File: config.mk
export PLATFORM = sky130hd
export DESIGN_NAME = bhir_ctrl
export DESIGN_NICKNAME = d
export VERILOG_FILES = /design/src/rtl/bhir_pkg.sv /design/src/rtl/bhir_ctrl.sv
export SDC_FILE = /design/constraint.sdc
export NUM_CORES = 1
export LEC_CHECK = 0
export BUFFER_PORTS_ARGS = -buffer_cell sky130_fd_sc_hd__buf_2
export CAP_MARGIN = 20
export CORE_AREA = 10 10 47 49
export DETAILED_ROUTE_END_ITERATION = 8
export DIE_AREA = 0 0 57 59
export MAX_ROUTING_LAYER = met4
export PLACE_DENSITY_LB_ADDON = 0.05
export RECOVER_POWER = 25
export SYNTH_ARGS = -nofsm -noshare
export SYNTH_HDL_FRONTEND = slang
export SYNTH_SLANG_ARGS = --single-unit
File: constraint.sdc
create_clock -name clk -period 1.61 [get_ports clk]
set_input_delay 0.2415 -clock clk [delete_from_list [all_inputs] [get_ports clk]]
set_output_delay 0.2415 -clock clk [all_outputs]
set_load 0.02 [all_outputs]
File: src/rtl/bhir_pkg.sv
package bhir_pkg;

	// Heap geometry.
	localparam int CAPACITY  = 1024;
	localparam int KEY_WIDTH = 32;
	// A one-based tree position (and the entry count) ranges over 0 .. CAPACITY.
	localparam int POS_W     = $clog2(CAPACITY + 1);
	localparam int ADDR_W    = $clog2(CAPACITY);
	// Result transaction: key, valid flag, count and status, padded to whole bytes.
	localparam int RES_W     = KEY_WIDTH + 1 + POS_W + 1;
	localparam int OUT_W     = ((RES_W + 7) / 8) * 8;

	// Configuration register indexes.
	localparam logic REG_MIN_FIRST = 1'b0;

	// Operation codes carried in tuser.
	localparam logic OP_INSERT  = 1'b0;
	localparam logic OP_REPLACE = 1'b1;

	// Controller states.
	typedef enum logic [5:0] {
		S_IDLE  = 6'b000001,
		S_UP_RD = 6'b000010,
		S_UP_EV = 6'b000100,
		S_DN_RD = 6'b001000,
		S_DN_EV = 6'b010000,
		S_EMIT  = 6'b100000
	} bhir_state_t;

	// Commands from the controller to the datapath.
	typedef struct packed {
		logic load;
		logic up_rd;
		logic up_ev;
		logic dn_rd;
		logic dn_ev;
		logic emit;
	} bhir_cmd_t;

	// Status from the datapath to the controller.
	typedef struct packed {
		logic do_ins;
		logic full;
		logic up_at_root;
		logic up_move;
		logic up_next_root;
		logic dn_leaf;
		logic dn_next_leaf;
		logic out_busy;
	} bhir_sts_t;

endpackage

File: src/rtl/bhir_ctrl.sv
module bhir_ctrl import bhir_pkg::*; (
	input  logic      clk,
	input  logic      arst_n,
	input  logic      in_valid,
	output logic      in_ready,
	input  bhir_sts_t sts,
	output bhir_cmd_t cmd
);

	bhir_state_t state_q;
	bhir_state_t state_d;

	// Next state and command decode.
	always_comb begin
		state_d = state_q;
		cmd = '0;
		in_ready = (state_q == S_IDLE);
		case (state_q)
			S_IDLE: begin
				if (in_valid) begin
					cmd.load = 1'b1;
					if (sts.do_ins && sts.full) begin
						state_d = S_EMIT;
					end else if (sts.do_ins) begin
						state_d = S_UP_RD;
					end else begin
						state_d = S_DN_RD;
					end
				end
			end
			S_UP_RD: begin
				// At the root the key is written here; otherwise the parent is fetched.
				cmd.up_rd = 1'b1;
				state_d = sts.up_at_root ? S_EMIT : S_UP_EV;
			end
			S_UP_EV: begin
				cmd.up_ev = 1'b1;
				if (!sts.up_move) begin
					state_d = S_EMIT;
				end else if (sts.up_next_root) begin
					state_d = S_UP_RD;
				end
			end
			S_DN_RD: begin
				cmd.dn_rd = 1'b1;
				state_d = sts.dn_leaf ? S_UP_RD : S_DN_EV;
			end
			S_DN_EV: begin
				cmd.dn_ev = 1'b1;
				if (sts.dn_next_leaf) begin
					state_d = S_UP_RD;
				end
			end
			S_EMIT: begin
				if (!sts.out_busy) begin
					cmd.emit = 1'b1;
					state_d = S_IDLE;
				end
			end
			default: begin
				state_d = S_IDLE;
			end
		endcase
	end

	// State register.
	always_ff @(posedge clk or negedge arst_n) begin
		if (!arst_n) begin
			state_q <= S_IDLE;
		end else begin
			state_q <= state_d;
		end
	end

endmodule

=== Word-level counts from Yosys, hierarchy flattened ===
Cells that the tools add are included.

* Register bits after elaboration: 6
* Word-level logic and storage cells: 31
* Output and inout port bits: 7
* Bits of input ports: 11

* Muxes and demuxes: 18
* Eq/ne operators: 10
* Reduce and logical (&&, ||, !) cells: 2

{| class="wikitable"
|+ Operators by type and width
! operator !! count
|-
| $mux 6 || 7
|-
| $pmux 6 s6 || 1
|-
| $mux 1 || 8
|-
| $eq 6x1->1 const B || 1
|-
| $eq 6x2->1 const B || 1
|-
| $eq 6x3->1 const B || 1
|-
| $eq 6x4->1 const B || 1
|-
| $eq 6x5->1 const B || 1
|-
| $eq 6x6->1 const B || 1
|-
| $ne 2x2->1 const B || 3
|-
| $mux 5 || 1
|-
| $mux 4 || 1
|-
| $reduce_and 4->1 || 1
|-
| $ne 3x3->1 const B || 1
|-
| $logic_and 1x1->1 || 1
|}

=== Longest topological paths before layout ===
* Depth after elaboration: 4
* Gate-level depth with buffers: 4
* Depth with buffers taken out: 4

=== Worst setup path after synthesis ===
OpenSTA, ideal clock, no wires.

* Path type: register to output
* Start: reg state_q[4]
* End: out cmd[5] (netlist name)
* Buffers on the path: 0
* Required time: 1.368 ns
* Cell stages (with the launch flop): 4
* Arrival time: 1.562 ns
* Setup slack: -0.194 ns
* Cells stage by stage: dfrtp_1 -> or4_4 -> and2b_1 -> and2_1

{| class="wikitable"
|+ RTL lines
! item !! line !! text
|-
| start, declared || bhir_ctrl.sv:10 || <nowiki>bhir_state_t state_q;</nowiki>
|-
| start signal, assigned || bhir_ctrl.sv:71 || <nowiki>state_q <= state_d;</nowiki>
|-
| end, declared || bhir_ctrl.sv:7 || <nowiki>output bhir_cmd_t cmd</nowiki>
|}

==> metrics.txt <==
max reg flops 6; CP Buf/Inv Count 1; worst IR drop on VDD between 800 and 900 uV; starting density of the core 0.299; Hold Path Class input pin to flip-flop; layout cells sized above 1 0.605; final core occ 0.568; initial antenna violation count 0; Final WS setup -254 ps; Synth Instances a little under 50; H-Tree Level Count 1; Pleak 0.390 nW; post-synthesis average cell area around 8.6 sq um; Port Buffers 17; Reg clk slew, reported paths around 50 ps; Seq/Total Area, Yosys 0.361; Reg with most FFs state_q; Total Power about 1.6 mW; Hold EP state_q[2]; wire per inst between 10 and 15 microns; Hold Vio Cnt, Final 0; mux share of post-synthesis cell area 0; slowest stage delay, CP 540 ps; final period utilization 1.16; final setup fails 10; Adder-Cell Fraction of Synth Area 0; Power Density about 2000 nW/um^2; Max-Cap Viols 0; Nets just under 100; Synth async-reset ratio 1.00; Most used DFF post-synth dfrtp_1; top-area cell type share of the netlist area 0.299; post-route ant nets 0; Reg2Reg Depth 5; Req. time, crit path around 1400 ps; status finished, violations left; TritonCTS Buffers 3; Synth area leader dfrtp_1; latest clock arrival within the worst-skew pair 250 ps; Max Slew Vio Count 0; R2R setup slack -130 ps; Simple-Gate Fraction of Synth Area 0.451; top flop regs state_q x6; YS warnings 0; DP HPWL ~1100 microns; WS Path Type flip-flop to output port; 1st-iter DRT viols 7; die area 3360 sq um; cell area after synthesis roughly 420 sq um; Setup Skew slightly above 2 ps; startpoint types flip-flop; RePlAce Congestion roughly 0.74; Worst Path Max Fanout 3; Routed WL 1400 microns; Max Fclk approximately 540 MHz; routed vias/inst between 4 and 5; Die Width 57 microns; Worst R2R End state_q[3]; clock root buffer master clkbuf_4; CP arrival roughly 1600 ps; failing checks negative setup slack; io pins 18; num rows 14; Synth area leaders dfrtp_1 (30%), nor2b_1 (7.5%), dfstp_2 (6.3%); main combinational cell family by area after synthesis simple AND/OR/NAND/NOR gates; Worst R2R Start state_q[4]; Yosys reg bits 6; Die Y between 50 and 60 microns; largest net degree at the start of global routing 7; worst-path cell chain or4_4 > and2b_2 > and2_4 > buf_6; via count 497; CP delay by family, top simple AND/OR/NAND/NOR gates; Slowest-stage cell, CP or4_4; antenna fix cells 0; CTS sink count 6; Hold Path Depth 2; CTS tree done; TritonRoute pass-1 iters 3; crit path capture type output port; GR Util All Layers 0.0826; Synth Area in XOR/XNOR 0; RSZ-0062 raised after global routing true; relative slew slack 0.764; core area about 1400 sq um; GR Overflow Total 0; vias in the first global route approximately 520; Max Root-Sink Buffers 2; Distinct cells, synth 26; Synth Area in Compound Gates 0.161; post-route minimum period about 1900 ps; DR DRC count 0; hold path startpoint sts[5]; most frequent cells after synthesis dfrtp_1 (5), nor2b_1 (5), nand3_1 (4), o21ai_0 (4); measured slew at the worst slew-check pin 350 ps; first-pass GRT wire length approximately 2200 microns; P&R area growth vs syn 89.9%; net count after synthesis 60; Hold Slack 161 ps; Post-synth EDFFs 0
how the worst max path moves through the flow:
stage	end	cells after the start	slack (ps)	start
after floorplan	cmd[5]	3	-70	state_q[4]
after global placement	cmd[5]	4	-30	state_q[4]
after detailed placement	cmd[5]	4	-70	state_q[4]
after CTS	cmd[5]	4	-280	state_q[2]
after global routing	cmd[5]	4	-310	state_q[4]
final	cmd[5]	4	-250	state_q[4]
per-layer routing:
metal  vias to the layer above  global-route usage  wire length [microns]
li1                        255                   -                      -
met3                         3              0.0279                     98
met2                        15               0.132                    675
met1                       224              0.0903                    601
met4                         0              0.0403                     25
met5                         -                   -                      0
cells by family (layout without fill, tap and decap cells):
| family | after synthesis | count (layout) |
|---|---|---|
| and+or+nand+nor | 29 | 29 |
| AOI/OAI and AO/OA | 11 | 11 |
| buffers and inverters | 3 | 40 |
| DFF | 6 | 6 |
where the power goes:
part | internal [mW] | switching, mW
sequential | 0.219 | 0.0513
combinational | 0.634 | 0.515
clock | 0.0945 | 0.0634
total | 0.947 | 0.630
worst register-to-register path, stage by stage (launching register included):
cell,delay (ps)
dfrtp_1,370
or4_4,540
buf_4,150
or3b_4,410
nand4_4,100
nor3b_2,60
cells in the final DEF (no fill, tap or decap), types with 3 or more instances in the layout:
master,Yosys,routed
buf_4,0,15
buf_2,0,9
buf_6,0,7
dfrtp_1,5,5
nor2b_1,5,4
nor2_1,3,3
nand3_2,0,3
o21ai_0,4,3
clkbuf_4,0,3
area by class of cell:
cell class,instances,area [sq um]
Fill cell,134,606
Multi-Input combinational cell,40,337
Timing Repair Buffer,33,250
Inverter,3,11.3
Clock buffer,4,26.3
Tap cell,16,20.0
Sequential cell,6,151
through the flow:
stage / cell area [sq um] / setup TNS, ps / setup slack [ps] / std cells
3_5_place_dp: 573 / -67.2 / -65.2 / 88
4_1_cts: 662 / -1240 / -277 / 95
3_3_place_gp: 573 / -30.3 / -30.3 / 88
5_1_grt: 796 / -2020 / -307 / 102
6_report: 796 / -1440 / -254 / 102
2_1_floorplan: 423 / -66.9 / -66.9 / 49
repair_timing:
| action | CTS | global route |
|---|---|---|
| hold buffers | 1 | 0 |
| endpoints found under the setup margin | 9 | 12 |
| buffers inserted | 2 | 9 |
| hold endpoints to repair | 5 | 0 |
| pin swaps | 7 | 7 |
| resized for setup | 9 | 23 |
(Power assumes the default switching activity.)
